[src/rtl/nrpd_pkg.sv]
// Shared types and constants for the nibble RLE to planar decoder.
// Depends on nothing; every other file imports it.
package nrpd_pkg;

    // Fixed field widths
    localparam int ROW_WIDTH_W     = 10;
    localparam int GROUP_INDEX_W   = 7;
    localparam int RUN_W           = 9;    // longest run is 0xFF + 16

    // Defaults and constants
    localparam int DEF_MAX_ROW_PIXELS = 640;
    localparam int RESET_ROW_WIDTH    = 640;
    localparam int LONG_RUN_BIAS      = 16;

    // Commands from the controller to the datapath
    typedef struct packed {
        logic load;       // latch a new code word
        logic dec;        // decode the current nibble
        logic run_step;   // place one chunk of the current run
        logic next_nib;   // move on to the high nibble
        logic flush;      // push the held group out as last of burst
    } cmd_t;

    // Status from the datapath to the controller
    typedef struct packed {
        logic out_free;   // output register can take a word this cycle
        logic hold_valid; // a finished group waits in the hold register
        logic hi_nib;     // high nibble is current
        logic dec_place;  // current nibble is a literal pixel
        logic dec_run;    // current nibble starts a run
        logic dec_end;    // a literal pixel would close the row
        logic run_end;    // this run chunk closes the row
        logic run_last;   // this run chunk finishes the run
    } sts_t;

endpackage

[src/rtl/nrpd_ctrl.sv]
// Controller state machine of the nibble RLE to planar decoder.
// Depends on nrpd_pkg; drives commands to nrpd_datapath.
module nrpd_ctrl
    import nrpd_pkg::*;
(
    input  logic clk,
    input  logic rst_n,
    input  logic in_valid,
    output logic in_stall,
    input  sts_t sts,
    output cmd_t cmd
);

    localparam logic [1:0] ST_IDLE   = 2'd0;
    localparam logic [1:0] ST_DECODE = 2'd1;
    localparam logic [1:0] ST_RUN    = 2'd2;
    localparam logic [1:0] ST_FLUSH  = 2'd3;

    logic [1:0] state_reg;
    logic [1:0] state_next;
    logic       can_emit;

    // A step may produce a group only if the hold register can be emptied
    assign can_emit = !sts.hold_valid || sts.out_free;
    assign in_stall = (state_reg != ST_IDLE);

    // Next state and commands
    always_comb
    begin
        state_next = state_reg;
        cmd        = '0;
        case (state_reg)
            ST_IDLE:
            begin
                if (in_valid)
                begin
                    cmd.load   = 1'b1;
                    state_next = ST_DECODE;
                end
            end
            ST_DECODE:
            begin
                if (can_emit)
                begin
                    cmd.dec = 1'b1;
                    if (sts.dec_place && sts.dec_end)
                        state_next = ST_FLUSH;
                    else if (sts.dec_run)
                        state_next = ST_RUN;
                    else if (sts.hi_nib)
                        state_next = ST_FLUSH;
                    else
                        cmd.next_nib = 1'b1;
                end
            end
            ST_RUN:
            begin
                if (can_emit)
                begin
                    cmd.run_step = 1'b1;
                    if (sts.run_end)
                        state_next = ST_FLUSH;
                    else if (sts.run_last)
                    begin
                        if (sts.hi_nib)
                            state_next = ST_FLUSH;
                        else
                        begin
                            cmd.next_nib = 1'b1;
                            state_next   = ST_DECODE;
                        end
                    end
                end
            end
            ST_FLUSH:
            begin
                if (!sts.hold_valid)
                    state_next = ST_IDLE;
                else if (sts.out_free)
                begin
                    cmd.flush  = 1'b1;
                    state_next = ST_IDLE;
                end
            end
            default:
            begin
                state_next = ST_IDLE;
            end
        endcase
    end

    always_ff @(posedge clk or negedge rst_n)
    begin
        if (!rst_n)
            state_reg <= ST_IDLE;
        else
            state_reg <= state_next;
    end

endmodule

[src/rtl/nrpd_datapath.sv]
// Datapath of the nibble RLE to planar decoder: decode state, pixel
// placement into bitplanes, hold and output registers. Depends on nrpd_pkg.
module nrpd_datapath
    import nrpd_pkg::*;
#(
    parameter int MAX_ROW_PIXELS = DEF_MAX_ROW_PIXELS
)
(
    input  logic                     clk,
    input  logic                     rst_n,
    input  cmd_t                     cmd,
    output sts_t                     sts,
    input  logic [7:0]               code_byte,
    input  logic                     cfg_we,
    input  logic [ROW_WIDTH_W-1:0]   row_width,
    output logic                     out_valid,
    input  logic                     out_stall,
    output logic [GROUP_INDEX_W-1:0] group_index,
    output logic [7:0]               plane_zero,
    output logic [7:0]               plane_one,
    output logic [7:0]               plane_two,
    output logic [7:0]               plane_three,
    output logic                     row_end,
    output logic                     last_of_burst
);

    localparam int PW     = $clog2(MAX_ROW_PIXELS + 1);
    localparam int NW     = (PW > RUN_W) ? PW : RUN_W;
    localparam int EW_RST = (RESET_ROW_WIDTH > MAX_ROW_PIXELS) ? MAX_ROW_PIXELS
                                                               : RESET_ROW_WIDTH;

    localparam logic [1:0] MODE_LIT = 2'd0;
    localparam logic [1:0] MODE_CNT = 2'd1;
    localparam logic [1:0] MODE_LLO = 2'd2;
    localparam logic [1:0] MODE_LHI = 2'd3;

    // Control and decode state
    logic                     hi_reg, hi_next;
    logic [1:0]               mode_reg, mode_next;
    logic [3:0]               prev_reg, prev_next;
    logic [3:0]               llo_reg, llo_next;
    logic [PW-1:0]            pos_reg, pos_next;
    logic [3:0][7:0]          planes_reg, planes_next;
    logic [2:0]               fill_reg, fill_next;
    logic [PW-1:0]            ew_reg, ew_next;
    logic                     hold_valid_reg, hold_valid_next;
    logic                     out_valid_reg, out_valid_next;

    // Payload registers
    logic [7:0]               byte_reg, byte_next;
    logic [RUN_W-1:0]         run_reg, run_next;
    logic [3:0][7:0]          hold_planes_reg, hold_planes_next;
    logic [GROUP_INDEX_W-1:0] hold_idx_reg, hold_idx_next;
    logic                     hold_end_reg, hold_end_next;
    logic [3:0][7:0]          out_planes_reg, out_planes_next;
    logic [GROUP_INDEX_W-1:0] out_idx_reg, out_idx_next;
    logic                     out_end_reg, out_end_next;
    logic                     out_last_reg, out_last_next;

    // Step signals
    logic [3:0]               nib;
    logic                     lit_place;
    logic                     run_start;
    logic [PW-1:0]            left;
    logic [3:0]               room;
    logic [NW-1:0]            min_a;
    logic [NW-1:0]            min_b;
    logic [3:0]               n_run;
    logic [PW:0]              pos_lit;
    logic [PW:0]              pos_run;
    logic                     end_lit;
    logic                     end_run;
    logic                     place;
    logic [3:0]               n_sel;
    logic [3:0]               color;
    logic [PW:0]              pos_sum;
    logic                     row_done;
    logic [3:0]               fill_sum;
    logic [7:0]               mask_hi;
    logic [7:0]               mask_lo;
    logic [7:0]               mask;
    logic [3:0][7:0]          planes_put;
    logic                     emit;
    logic [31:0]              idx_wide;
    logic [31:0]              width_wide;

    // Current nibble and what it means in the current mode
    assign nib       = hi_reg ? byte_reg[7:4] : byte_reg[3:0];
    assign lit_place = (mode_reg == MODE_LIT) && (nib != prev_reg);
    assign run_start = ((mode_reg == MODE_CNT) && (nib != 4'd0)) || (mode_reg == MODE_LHI);

    // Run chunk: limited by run left, room in the group and pixels left in row
    assign left  = (pos_reg < ew_reg) ? (ew_reg - pos_reg) : PW'(1);
    assign room  = 4'd8 - {1'b0, fill_reg};
    assign min_a = (NW'(run_reg) < NW'(room)) ? NW'(run_reg) : NW'(room);
    assign min_b = (min_a < NW'(left)) ? min_a : NW'(left);
    assign n_run = min_b[3:0];

    // Row end checks for a single pixel and for a run chunk
    assign pos_lit = {1'b0, pos_reg} + (PW+1)'(1);
    assign pos_run = {1'b0, pos_reg} + (PW+1)'(n_run);
    assign end_lit = (pos_lit >= {1'b0, ew_reg});
    assign end_run = (pos_run >= {1'b0, ew_reg});

    // Selected placement
    assign place    = cmd.run_step || (cmd.dec && lit_place);
    assign n_sel    = cmd.run_step ? n_run : 4'd1;
    assign color    = cmd.run_step ? prev_reg : nib;
    assign pos_sum  = cmd.run_step ? pos_run : pos_lit;
    assign row_done = cmd.run_step ? end_run : end_lit;

    // Bit mask covering the placed pixels, first pixel in the MSB
    assign fill_sum = {1'b0, fill_reg} + n_sel;
    assign mask_hi  = 8'hFF >> fill_reg;
    assign mask_lo  = fill_sum[3] ? 8'h00 : (8'hFF >> fill_sum[2:0]);
    assign mask     = mask_hi & ~mask_lo;
    assign emit     = fill_sum[3] || row_done;

    always_comb
    begin
        for (int p = 0; p < 4; p++)
        begin
            planes_put[p] = planes_reg[p] | (color[p] ? mask : 8'h00);
        end
    end

    assign idx_wide   = 32'(pos_reg) >> 3;
    assign width_wide = 32'(row_width);

    // Status
    assign sts.out_free   = !out_valid_reg || !out_stall;
    assign sts.hold_valid = hold_valid_reg;
    assign sts.hi_nib     = hi_reg;
    assign sts.dec_place  = lit_place;
    assign sts.dec_run    = run_start;
    assign sts.dec_end    = end_lit;
    assign sts.run_end    = end_run;
    assign sts.run_last   = (run_reg == RUN_W'(n_run));

    // Next state
    always_comb
    begin
        hi_next          = hi_reg;
        mode_next        = mode_reg;
        prev_next        = prev_reg;
        llo_next         = llo_reg;
        pos_next         = pos_reg;
        planes_next      = planes_reg;
        fill_next        = fill_reg;
        ew_next          = ew_reg;
        hold_valid_next  = hold_valid_reg;
        out_valid_next   = out_valid_reg;
        byte_next        = byte_reg;
        run_next         = run_reg;
        hold_planes_next = hold_planes_reg;
        hold_idx_next    = hold_idx_reg;
        hold_end_next    = hold_end_reg;
        out_planes_next  = out_planes_reg;
        out_idx_next     = out_idx_reg;
        out_end_next     = out_end_reg;
        out_last_next    = out_last_reg;

        // Row width register, stored already clamped
        if (cfg_we)
        begin
            if (width_wide == 32'd0)
                ew_next = PW'(1);
            else if (width_wide > 32'(MAX_ROW_PIXELS))
                ew_next = PW'(MAX_ROW_PIXELS);
            else
                ew_next = PW'(width_wide);
        end

        // New code word
        if (cmd.load)
        begin
            byte_next = code_byte;
            hi_next   = 1'b0;
        end
        if (cmd.next_nib)
            hi_next = 1'b1;

        // Nibble decode without placement
        if (cmd.dec && !lit_place)
        begin
            case (mode_reg)
                MODE_LIT:
                begin
                    mode_next = MODE_CNT;
                end
                MODE_CNT:
                begin
                    if (nib == 4'd0)
                        mode_next = MODE_LLO;
                    else
                    begin
                        run_next  = RUN_W'(nib);
                        mode_next = MODE_LIT;
                    end
                end
                MODE_LLO:
                begin
                    llo_next  = nib;
                    mode_next = MODE_LHI;
                end
                default:
                begin
                    run_next  = RUN_W'({nib, llo_reg}) + RUN_W'(LONG_RUN_BIAS);
                    mode_next = MODE_LIT;
                end
            endcase
        end

        // Output register drains
        if (out_valid_reg && !out_stall)
            out_valid_next = 1'b0;

        // Pixel placement
        if (place)
        begin
            if (cmd.dec)
                prev_next = nib;
            run_next    = run_reg - RUN_W'(n_sel);
            planes_next = planes_put;
            fill_next   = fill_sum[2:0];
            pos_next    = pos_sum[PW-1:0];
            if (emit)
            begin
                // Older held group goes out, not last of its burst
                if (hold_valid_reg)
                begin
                    out_valid_next  = 1'b1;
                    out_planes_next = hold_planes_reg;
                    out_idx_next    = hold_idx_reg;
                    out_end_next    = hold_end_reg;
                    out_last_next   = 1'b0;
                end
                hold_valid_next  = 1'b1;
                hold_planes_next = planes_put;
                hold_idx_next    = GROUP_INDEX_W'(idx_wide);
                hold_end_next    = row_done;
                planes_next      = '0;
                fill_next        = 3'd0;
            end
            if (row_done)
            begin
                pos_next  = '0;
                prev_next = 4'd0;
                mode_next = MODE_LIT;
                llo_next  = 4'd0;
            end
        end

        // End of word: the held group is the last one
        if (cmd.flush)
        begin
            out_valid_next  = 1'b1;
            out_planes_next = hold_planes_reg;
            out_idx_next    = hold_idx_reg;
            out_end_next    = hold_end_reg;
            out_last_next   = 1'b1;
            hold_valid_next = 1'b0;
        end
    end

    // Control and decode state registers
    always_ff @(posedge clk or negedge rst_n)
    begin
        if (!rst_n)
        begin
            hi_reg         <= 1'b0;
            mode_reg       <= MODE_LIT;
            prev_reg       <= 4'd0;
            llo_reg        <= 4'd0;
            pos_reg        <= '0;
            planes_reg     <= '0;
            fill_reg       <= 3'd0;
            ew_reg         <= PW'(EW_RST);
            hold_valid_reg <= 1'b0;
            out_valid_reg  <= 1'b0;
        end
        else
        begin
            hi_reg         <= hi_next;
            mode_reg       <= mode_next;
            prev_reg       <= prev_next;
            llo_reg        <= llo_next;
            pos_reg        <= pos_next;
            planes_reg     <= planes_next;
            fill_reg       <= fill_next;
            ew_reg         <= ew_next;
            hold_valid_reg <= hold_valid_next;
            out_valid_reg  <= out_valid_next;
        end
    end

    // Payload registers
    always_ff @(posedge clk)
    begin
        byte_reg        <= byte_next;
        run_reg         <= run_next;
        hold_planes_reg <= hold_planes_next;
        hold_idx_reg    <= hold_idx_next;
        hold_end_reg    <= hold_end_next;
        out_planes_reg  <= out_planes_next;
        out_idx_reg     <= out_idx_next;
        out_end_reg     <= out_end_next;
        out_last_reg    <= out_last_next;
    end

    assign out_valid     = out_valid_reg;
    assign group_index   = out_idx_reg;
    assign plane_zero    = out_planes_reg[0];
    assign plane_one     = out_planes_reg[1];
    assign plane_two     = out_planes_reg[2];
    assign plane_three   = out_planes_reg[3];
    assign row_end       = out_end_reg;
    assign last_of_burst = out_last_reg;

endmodule

[src/rtl/nibble_rle_to_planar_decoder.sv]
// Nibble RLE to planar decoder, top level.
// Depends on nrpd_pkg, nrpd_ctrl and nrpd_datapath.
//
// Input channel (in_valid / in_stall / code_byte): one encoded word per
// handshake, low nibble decoded first. Output channel (out_valid /
// out_stall / group fields): one word per 8-pixel group, four bitplane
// bytes, first pixel in the MSB; a short group at row end is zero padded
// and flagged by row_end; last_of_burst marks the final group of a word.
// Config channel (cfg_valid / cfg_ready / row_width): write only while
// idle; cfg_ready is always high. Width 0 acts as 1, widths above
// MAX_ROW_PIXELS act as MAX_ROW_PIXELS.
// A word of two plain nibbles passes accept, decode of each nibble and
// release; a row end on the low nibble skips the high nibble. A run
// is placed chunk by chunk (a chunk ends at a group boundary, row end or
// run end; up to 8 pixels a cycle unless stalled). A finished group waits
// in a hold register until the next group is done or the word ends; the
// last group of a word moves out in the release step.
// Reset: row width returns to 640 (clamped), decoder state to empty row.
// A stalled output holds its word; decoding pauses while a finished
// group cannot move to the output register.
module nibble_rle_to_planar_decoder
    import nrpd_pkg::*;
#(
    parameter int MAX_ROW_PIXELS = DEF_MAX_ROW_PIXELS
)
(
    input  logic                     clk,
    input  logic                     rst_n,
    input  logic                     in_valid,
    output logic                     in_stall,
    input  logic [7:0]               code_byte,
    input  logic                     cfg_valid,
    output logic                     cfg_ready,
    input  logic [ROW_WIDTH_W-1:0]   row_width,
    output logic                     out_valid,
    input  logic                     out_stall,
    output logic [GROUP_INDEX_W-1:0] group_index,
    output logic [7:0]               plane_zero,
    output logic [7:0]               plane_one,
    output logic [7:0]               plane_two,
    output logic [7:0]               plane_three,
    output logic                     row_end,
    output logic                     last_of_burst
);

    cmd_t cmd;
    sts_t sts;

    // Config writes must only be issued while idle; the block does not enforce it
    assign cfg_ready = 1'b1;

    nrpd_ctrl u_ctrl (
        .clk      (clk),
        .rst_n    (rst_n),
        .in_valid (in_valid),
        .in_stall (in_stall),
        .sts      (sts),
        .cmd      (cmd)
    );

    nrpd_datapath #(
        .MAX_ROW_PIXELS (MAX_ROW_PIXELS)
    ) u_dp (
        .clk           (clk),
        .rst_n         (rst_n),
        .cmd           (cmd),
        .sts           (sts),
        .code_byte     (code_byte),
        .cfg_we        (cfg_valid && cfg_ready),
        .row_width     (row_width),
        .out_valid     (out_valid),
        .out_stall     (out_stall),
        .group_index   (group_index),
        .plane_zero    (plane_zero),
        .plane_one     (plane_one),
        .plane_two     (plane_two),
        .plane_three   (plane_three),
        .row_end       (row_end),
        .last_of_burst (last_of_burst)
    );

endmodule

[config.mk]
export PLATFORM = sky130hd
export DESIGN_NAME = nibble_rle_to_planar_decoder
export DESIGN_NICKNAME = d
export VERILOG_FILES = /design/src/rtl/nrpd_pkg.sv /design/src/rtl/nrpd_ctrl.sv /design/src/rtl/nrpd_datapath.sv /design/src/rtl/nibble_rle_to_planar_decoder.sv
export SDC_FILE = /design/constraint.sdc
export NUM_CORES = 1
export LEC_CHECK = 0
export BUFFER_PORTS_ARGS = -buffer_cell sky130_fd_sc_hd__clkbuf_2
export CAP_MARGIN = 25
export CORE_ASPECT_RATIO = 0.5
export CORE_UTILIZATION = 48
export DETAILED_ROUTE_END_ITERATION = 8
export GPL_ROUTABILITY_DRIVEN = 0
export HOLD_SLACK_MARGIN = 0.05
export PLACE_DENSITY = 0.75
export SLEW_MARGIN = 20
export SYNTH_ARGS = -nofsm -noshare
export SYNTH_HDL_FRONTEND = slang
export SYNTH_HIERARCHICAL = 1
export SYNTH_SLANG_ARGS = --single-unit
[constraint.sdc]
create_clock -name clk -period 22 [get_ports clk]
set_input_delay 1.1 -clock clk [delete_from_list [all_inputs] [get_ports clk]]
set_output_delay 1.1 -clock clk [all_outputs]
set_load 0.01 [all_outputs]
**After elaboration in Yosys (flattened, before gate mapping)**

Cells that the tools add are included.
W data, S select, Z words.

- Add/sub/neg operators: 7
- Multipliers: 0
- Div/mod/pow operators: 0
- $lt $le $gt $ge: 6
- Equality and inequality tests: 16
- Shift operators: 2
- Mux-type cells: 83
- Bitwise gates (word level): 6
- Reduce and logical (&&, ||, !) cells: 35

Operator list:

| kind | number |
|---|---|
| $mux W32 | 5 |
| $mux W10 | 5 |
| $mux W4 | 10 |
| $mux W8 | 5 |
| $mux W9 | 4 |
| $logic_not A32 Y1 | 1 |
| $mux W2 | 16 |
| $or A8 B8 Y8 | 4 |
| $mux W1 | 29 |
| $mux W7 | 4 |
| $ge A11 B10 Y1 | 2 |
| $pmux W9 S2 | 1 |
| $shr A8 B3 Y8 const A | 2 |
| $reduce_bool A2 Y1 | 7 |
| $add A10 B1 Y11 const B | 1 |
| $add A10 B4 Y11 | 1 |
| $gt A10 B10 Y1 const B | 1 |
| $lt A10 B10 Y1 | 1 |
| $lt A9 B10 Y1 | 1 |
| $sub A10 B10 Y10 | 1 |
| $add A8 B5 Y9 const B | 1 |
| $eq A9 B4 Y1 | 1 |
| $lt A9 B4 Y1 | 1 |
| $reduce_and A3 Y1 | 3 |
| 26 further kinds | 48 |

- Bits in registers: 168
- Bits in latches: 0
- RAM bits: 0
- ROM bits: 0
- Input bits: 23
- Output and inout port bits: 44
- Logic and storage cells: 184
- Memories: 0

**Depth between registers and ports, before layout**

Gate-level depths: netlist of run 1.

- Depth after elaboration: 19
- Gate-level depth with buffers: 39
- Gate-level depth less buffers: 37

**By module**

The synthesis of run 1 kept the hierarchy.

By module, submodules not included:

| module | times used | cells an instance | area each (µm²) | seq. area each (µm²) |
|---|---|---|---|---|
| nrpd_datapath | 1 | 764 | 8,817.2 | 4,636.9 |
| nrpd_ctrl | 1 | 33 | 264.0 | 50.0 |
| nibble_rle_to_planar_decoder | 1 | 2 | 11.3 | 0.0 |

**Least setup slack after synthesis of run 1**

Ideal clock, no wire load.

- Path type: register to register
- Start: register u_dp.pos_reg[0]
- End: register u_dp.out_idx_reg[0], in the netlist u_dp/group_index[0], enable pin
- Setup time: 0.396 ns
- Arrival time: 7.682 ns
- Data required time: 21.604 ns
- Setup slack: 13.922 ns
- Stages on the path, launching flop included: 36
- Path buffers: 1
- Period minus slack after synthesis: 8.078 ns
- Cell sequence: dfrtp_1 ha_1 inv_1 fa_1 a21oi_1 nor2_1 or3_1 a21o_1 a21oi_1 xnor2_1 nand2_1 ha_1 nand4_1 nor2_1 a221oi_1 o21ai_0 nor3b_2 a31oi_1 mux2i_1 ha_1 fa_1 a21o_1 a21oi_1 or3_1 xnor2_1 ha_1 o21ai_0 a21oi_1 nand3_1 nor2_1 or3_1 and2_1 clkbuf_1 o21ai_4 inv_2 a21o_1

- Word-level cells in the longest chain between the ends: 10
- Elaborated cells on any way between the ends: 15
- Classes of those cells: add/sub (4); order compare (4); mux (4); reduce/logical (3)

Ends and longest elaborated chain:

| item | line | text |
|---|---|---|
| start: declaration | nrpd_datapath.sv:42 | `logic [PW-1:0] pos_reg, pos_next;` |
| start signal: assignment | nrpd_datapath.sv:288 | `pos_reg <= pos_next;` |
| $sub A10 B10 Y10 or $lt A10 B10 Y1 (tied branches) | nrpd_datapath.sv:93 | `assign left = (pos_reg < ew_reg) ? (ew_reg - pos_reg) : PW'(1);` |
| $mux W10 | nrpd_datapath.sv:93 |  |
| $lt A9 B10 Y1 | nrpd_datapath.sv:96 | `assign min_b = (min_a < NW'(left)) ? min_a : NW'(left);` |
| $mux W4 | nrpd_datapath.sv:96 |  |
| $add A10 B4 Y11 | nrpd_datapath.sv:101 | `assign pos_run = {1'b0, pos_reg} + (PW+1)'(n_run);` |
| $ge A11 B10 Y1 | nrpd_datapath.sv:103 | `assign end_run = (pos_run >= {1'b0, ew_reg});` |
| $mux W1 (*) | nrpd_datapath.sv:110 | `assign row_done = cmd.run_step ? end_run : end_lit;` |
| net u_dp.row_done | nrpd_datapath.sv:77 | `logic row_done;` |
| $logic_or A1 B1 Y1 (*) | nrpd_datapath.sv:117 | `assign emit = fill_sum[3] \|\| row_done;` |
| $reduce_bool A2 Y1 (no line) (*) | -- |  |
| $reduce_and A3 Y1 (no line) (*) | -- |  |
| end signal: assignment | nrpd_datapath.sv:306 | `out_idx_reg <= out_idx_next;` |
| end: declaration | nrpd_datapath.sv:56 | `logic [GROUP_INDEX_W-1:0] out_idx_reg, out_idx_next;` |

Mark *: on every way through the listed nets, which the timed path passes. The rest lies on a longest branch.
A chain may end at the register's enable or synchronous reset.

**Final worst setup path of run 1**

- Start: register u_dp.pos_reg[4]
- End: register u_dp.out_planes_reg (netlist bit u_dp/plane_two[3]), enable pin

- Word-level cells in the longest chain between the ends: 10
- Elaborated cells on any way between the ends: 15
- Classes of those cells: add/sub (4); order compare (4); mux (4); reduce/logical (3)

Ends and longest elaborated chain:

| item | line | text |
|---|---|---|
| $sub A10 B10 Y10 or $lt A10 B10 Y1 (tied branches) | nrpd_datapath.sv:93 |  |
| $mux W10 | nrpd_datapath.sv:93 |  |
| $lt A9 B10 Y1 | nrpd_datapath.sv:96 |  |
| $mux W4 | nrpd_datapath.sv:96 |  |
| $add A10 B4 Y11 | nrpd_datapath.sv:101 |  |
| $ge A11 B10 Y1 | nrpd_datapath.sv:103 |  |
| $mux W1 | nrpd_datapath.sv:110 |  |
| $logic_or A1 B1 Y1 (*) | nrpd_datapath.sv:117 |  |
| $reduce_bool A2 Y1 (no line) (*) | -- |  |
| $reduce_and A3 Y1 (no line) (*) | -- |  |
| end signal: assignment | nrpd_datapath.sv:305 | `out_planes_reg <= out_planes_next;` |
| end: declaration | nrpd_datapath.sv:55 | `logic [3:0][7:0] out_planes_reg, out_planes_next;` |

Mark *: on every way between the ends. The rest lies on a longest branch, timed or not.

==> impl_results.md, run 1 <==
* Fin. max-slew vios at 0
* Drt total wl at 19,900 um
* Worst r2r dst: u_dp/plane_two[3]
* # DRC at 0
* Mapped cell area at 9090 um^2
* RSZ-0062 raised after global routing: no
* Met1 WL at 9230 um
* DP Area at 9650 um^2
* Ys async rst share at 41.7%
* Placeable Area at 18,500 um^2
* Hpwl dp at 14,100 um
* Post-route clock period utilization at 41.9%
* Post-synth EDFFs at 97
* Final Cell Area at 10,300 um^2
* Worst Setup End Kind: flop
* Clock-pin slew on the worst setup and hold paths at 70 ps
* Stages on worst setup path at 31
* Worst Skew at 9.67 ps
* Worst path top cell family by delay: compound AO/OA/AOI/OAI gates
* Metal2 WL at 9170 um
* Hold_buf cts at 0
* Diode count at 0
* Final Hold Vio Count at 0
* 1st-iter DRT viols at 535
* Worst Tran Pin Value at 948 ps
* Most frequent cells in the layout: edfxtp_1, dfrtp_1, nand2_1
* Ys Warns at 6
* First-pass GRT wire length at 32,500 um
* CTS tree: done
* Post-synthesis mux area share at 1.53%
* Chip height at 99.3 um
* Cells after Synth at 799
* Period minus WS final at 9210 ps
* Relative slew slack at 36.6%
* Largest family of logic cells by synthesized area: compound AO/OA/AOI/OAI gates
* Launching element type of the critical path: flop
* Most used cell, CP: ha_1
* Slowest library cell on the worst path: o21ai_4
* Synth Register Bits at 168
* Final nets at 957
* Worst path bufs/invs at 4
* Top FF cell, synth: edfxtp_1
* P&R area growth vs syn at 13.0%
* Vias in the first global route at 6,328
* Fin Setup TNS at 0 ps
* Count of input and output buffers at 65
* Reg-to-reg slack, setup at 12,790 ps
* Xor/xnor cell area share of the yosys netlist at 4.44%
* GRT Resource Usage Total at 21.3%
* Final setup viols at 0
* Netlist cell types at 79
* Via count at 6,464
* Mean Syn Cell Area at 11.4 um^2
* Die ar. at 19,500 um^2
* Fin util at 55.6%
* CTS Buffer Depth at 2
* Post-cts gate resize count at 0
* Synth Area in Compound Gates at 18.2%
* Clk_lat worst skew at 430 ps
* Worst stage delay on the critical path at 710 ps
* Starting Density at 49.2%
* Remaining global-route overflow at 0
* Layout cell share with drive strength beyond 1 at 15.3%
* Clock sinks at 168
* Max-cap violation count at 0
* RR Startpoint: u_dp/pos_reg[4]
* CP required at 22,120 ps
* Register area share after synthesis at 51.5%
* Routed len/inst at 17.5 um
* Number of buffers created by CTS at 17
* Max Fclk at 109 MHz
* Simple-gate share of the synthesized area at 10.8%
* Max FO, Critical Path at 40
* Worst hold path class: reg2reg
* Kind of critical path: reg2reg
* Hold slack at 412 ps
* Worst EP arrival at 9330 ps
* Most common cell after layout, fill and taps aside: edfxtp_1
* CTS Root Cell: clkbuf_16
* Drt first pass iters at 5
* Worst-case reg-to-reg path depth at 31
* DR top layer: met4
* Setup crit end: u_dp/plane_two[3]
* DR WL met3 at 1090 um
* I/O Pins at 67
* Synth Area in Adders at 9.55%
* # rows at 35
* Worst Setup SP: u_dp/pos_reg[4]
* Fillers at 1,581
* Antenna violations before repair at 0
* Setup fix buffers added after clock tree synthesis at 0
* Status: finished clean
* Max H-tree Level at 4
* Pin count of the biggest net entering global routing at 71
* Die X-Extent at 197 um
* Routed Antenna Nets at 0
* Vias per cell at 5.68
worst register-to-register path, delay by kind of cell (launching register included):
kind	cells	cell delay, ps
AO/OA/AOI/OAI	10	3370
AND/OR/NAND/NOR	11	2140
adder cells (fa/ha/maj)	4	1290
buffers and inverters	4	790
multiplexers	1	560
flip-flops	1	550
XOR/XNOR	1	150
kinds of logic after synthesis:
kind of cell | Yosys count
adder cells (fa/ha/maj) | 67
other | 2
buffers and inverters | 82
AO/OA/AOI/OAI | 224
flip-flops | 168
multiplexers | 13
AND/OR/NAND/NOR | 199
XOR/XNOR | 44
synthesized netlist by cell type (4+ instances only):
cell / instances / area share (%)
and2_1: 12 / 0.83
buf_2: 7 / 0.39
nand4_1: 5 / 0.34
a211oi_1: 7 / 0.58
a31oi_1: 4 / 0.28
buf_4: 8 / 0.66
o21bai_1: 24 / 2.0
nand2_1: 66 / 2.7
fa_1: 4 / 0.88
nand2b_1: 11 / 0.76
a32o_1: 4 / 0.44
xnor2_1: 34 / 3.3
o211ai_1: 7 / 0.58
nand3_1: 19 / 1.0
a21o_1: 18 / 1.5
xor2_1: 9 / 0.87
o2bb2ai_1: 21 / 2.0
a221oi_1: 5 / 0.48
mux2i_1: 8 / 0.88
a21oi_1: 33 / 1.8
clkbuf_1: 10 / 0.41
or3_1: 4 / 0.28
nor2b_1: 8 / 0.55
ha_1: 63 / 8.7
mux2_2: 4 / 0.50
o21a_1: 13 / 1.1
o21ai_0: 48 / 2.6
a22o_1: 5 / 0.48
nor3_1: 14 / 0.77
dfrtp_1: 68 / 19
a31o_2: 4 / 0.39
edfxtp_1: 97 / 32
nor2_1: 42 / 1.7
inv_1: 54 / 2.2
per-layer routing:
metal | global-route usage (%) | up-vias
met3 | 4.10 | 31
met5 | 0 | -
met1 | 29.2 | 3168
met4 | 8.29 | 0
met2 | 33.9 | 211
li1 | - | 3054
cell type report:
class                           count  area [um^2]  area share, %
Inverter                           55          206           2.01
Sequential cell                   168         4690           45.6
Clock inverter                     14          150           1.46
Timing Repair Buffer               72          410           3.99
Clock buffer                       18          429           4.18
Multi-Input combinational cell    553         4070           39.6
Tap cell                          259          324           3.15
stage by stage:
stage,worst slack [ps],instances
CTS,12500,1137
detailed placement,12590,1105
global route,12180,1139
global placement,13070,1105
floorplan,13920,803
finish,12790,1139
worst min path at each step:
stage	startpoint	to	slack, ps	cells past startpoint
final	u_dp/hold_idx_reg[4]	u_dp/group_index[4]	410	0
after detailed placement	u_dp/hold_planes_reg[8]	u_dp/plane_one[0]	400	0
after global placement	u_dp/hold_planes_reg[21]	u_dp/plane_two[5]	400	0
after global routing	u_dp/hold_idx_reg[5]	u_dp/group_index[5]	420	0
after CTS	u_dp/hold_idx_reg[4]	u_dp/group_index[4]	420	0
after floorplan	u_dp/hold_idx_reg[0]	u_dp/group_index[0]	400	0
Power of run 1 is left out: the tool's default activity adds up to more than one toggle a clock period on the data nets, which glitch-free logic cannot reach.
==> run 2, diff against run 1 <==
--- a/config.mk
+++ b/config.mk
@@ -5,6 +5,7 @@
 export SDC_FILE = /design/constraint.sdc
 export NUM_CORES = 1
 export LEC_CHECK = 0
+export ABC_AREA = 1
 export BUFFER_PORTS_ARGS = -buffer_cell sky130_fd_sc_hd__clkbuf_2
 export CAP_MARGIN = 25
 export CORE_ASPECT_RATIO = 0.5
==> constraint.sdc (replaced) <==
create_clock -name clk -period 8.79 [get_ports clk]
set_input_delay 0.4395 -clock clk [delete_from_list [all_inputs] [get_ports clk]]
set_output_delay 0.4395 -clock clk [all_outputs]
set_load 0.01 [all_outputs]
==> run 2 against run 1 <==
Setup slack got worse by 12000 ps; count of clock-buffer cells in the layout unchanged; critical path type unchanged; synthesized area increased by 1.9%; via count increased by 9.4%.
==> impl_results.md, run 2 <==
* Status: finished clean
* Synth Register Bits at 168
* Max-cap violation count at 0
* Die X-Extent at 199 um
* Worst Setup SP: u_dp/fill_reg[1]
* # rows at 35
* # DRC at 0
* Most common cell after layout, fill and taps aside: nand2_1
* Most used cell, CP: nand2_1
* Clock-pin slew on the worst setup and hold paths at 70 ps
* Worst Tran Pin Value at 994 ps
* Relative slew slack at 33.5%
* Register area share after synthesis at 50.6%
* GRT Resource Usage Total at 21.6%
* CTS tree: done
* Via count at 7,071
* Most frequent cells in the layout: nand2_1, inv_1, edfxtp_1
* Ys Warns at 6
* Vias in the first global route at 6,830
* Worst path top cell family by delay: simple AND/OR/NAND/NOR gates
* Remaining global-route overflow at 0
* Starting Density at 49.7%
* Period minus WS final at 8090 ps
* Drt first pass iters at 6
* RSZ-0062 raised after global routing: no
* First-pass GRT wire length at 33,500 um
* Setup fix buffers added after clock tree synthesis at 0
* Most frequent cell after synthesis: nand2_1
* Final Hold Vio Count at 0
* Worst EP arrival at 8140 ps
* I/O Pins at 67
* CTS Buffer Depth at 2
* Count of input and output buffers at 65
* Ys async rst share at 41.7%
* Top FF cell, synth: edfxtp_1
* Chip height at 100 um
* Antenna violations before repair at 0
* Post-cts gate resize count at 0
* Mapped cell area at 9270 um^2
* Ranking of synthesized cells by area: edfxtp_1, dfrtp_1, ha_1, nand2_1, inv_1
* Static leakage at 4.96 nW
* Fin Setup TNS at 0 ps
* Worst path bufs/invs at 7
* Max FO, Critical Path at 40
* Mean Syn Cell Area at 9.35 um^2
* RR Startpoint: u_dp/fill_reg[1]
* Final nets at 1,152
* Kind of critical path: reg2reg
* Worst stage delay on the critical path at 740 ps
* Drt total wl at 20,500 um
* Routed Antenna Nets at 0
* CP required at 8840 ps
* Die ar. at 19,900 um^2
* P per Cell Area at 407 nW/um^2
* Number of buffers created by CTS at 17
* Diode count at 0
* Clock sinks at 168
* Netlist cell types at 57
* Hold slack at 32.6 ps
* Post-route clock period utilization at 92.0%
* Cells after Synth at 991
* Final setup margin at 702 ps
* Worst Skew at 9.19 ps
* Hold_buf cts at 0
* 1st-iter DRT viols at 717
* Pin count of the biggest net entering global routing at 71
* Worst hold path class: in2async
* Routed len/inst at 15.4 um
* Post-synth EDFFs at 97
* Synth cell count leaders: nand2_1, inv_1, edfxtp_1
* Area leader, netlist: edfxtp_1
* Launching element type of the critical path: flop
* Max Fclk at 124 MHz
* Synth top area share at 31.4%
* Worst Setup End Kind: flop
* VDD IR max at 0.000232 V
* Max H-tree Level at 4
* Fin. max-slew vios at 0
* Placeable Area at 18,700 um^2
* Place WS at 1010 ps
* Clk_lat worst skew at 420 ps
* Hpwl dp at 14,600 um
* Slowest library cell on the worst path: nand2_2
* Layout cell share with drive strength beyond 1 at 12.7%
* CTS Root Cell: clkbuf_16
* Vias per cell at 5.30
* P&R area growth vs syn at 12.5%
* Final setup viols at 0
[run 2: changes by cell type after synthesis, moves of 9 or more]
cell       previous run  this run
and2_1               12        21
inv_1                54       151
o21ai_1               0        21
a21o_1               18         2
o21a_1               13         2
nand3_1              19        69
o2bb2ai_1            21         0
nand2b_1             11         0
xnor2_1              34         3
nand2_1              66       201
o21bai_1             24         5
o22ai_1               0        16
xor2_1                9        25
[run 2: power breakdown]
part           switching, mW  internal (mW)
Combinational           1.47          0.746
Sequential             0.132           1.16
Clock                  0.337          0.404
Total                   1.94           2.31
[run 2: cell type report]
cell class,count,area [um^2]
fill,1653,8230
sequential,168,4690
multi-input combinational,647,3860
inverter,159,598
clock buffer,18,429
timing repair buffer,69,375
tap,259,324
clock inverter,14,154
[run 2: cells by family after synthesis]
kind of cell,share of synthesized area (%)
other cells,0.0810
flops,50.6
xor+xnor,2.65
buf+inv,7.96
fa+ha+maj,9.37
mux,0.324
compound gates,9.46
simple gates,19.6
[run 2: final timing paths]
| check | slack (ps) | endpoint | depth (start not counted) |
|---|---|---|---|
| setup / recovery | 700 | u_dp/plane_one[5] | 44 |
| hold / removal | 30 | u_dp/planes_reg[1] | 2 |
| setup reg to reg | 700 | u_dp/plane_one[5] | 44 |
| hold reg to reg | 420 | u_dp/group_index[5] | 0 |
| max in group asynchronous | 8120 | u_dp/ew_reg[9] | 3 |
| min in group clk | 190 | u_dp/byte_reg[6] | 1 |
[run 2: routing by layer]
metal | track usage (%) | part of all wire (%) | vias up
met5 | 0 | 0 | -
li1 | - | - | 3447
met2 | 34.8 | 45 | 253
met3 | 4.07 | 6.1 | 43
met4 | 8.22 | 2.2 | 0
met1 | 29.2 | 47 | 3328
[run 2: through the flow]
stage,cells,utilization (%),total power [mW],cell area (um^2)
floorplan,995,-,2.92,9280
global placement,1301,52.6,3.35,9820
detailed placement,1301,52.6,3.44,9820
CTS,1333,55.8,4.21,10400
global route,1334,55.9,4.58,10400
finish,1334,55.9,4.25,10400
No activity file was read; power rests on OpenSTA's default activity.
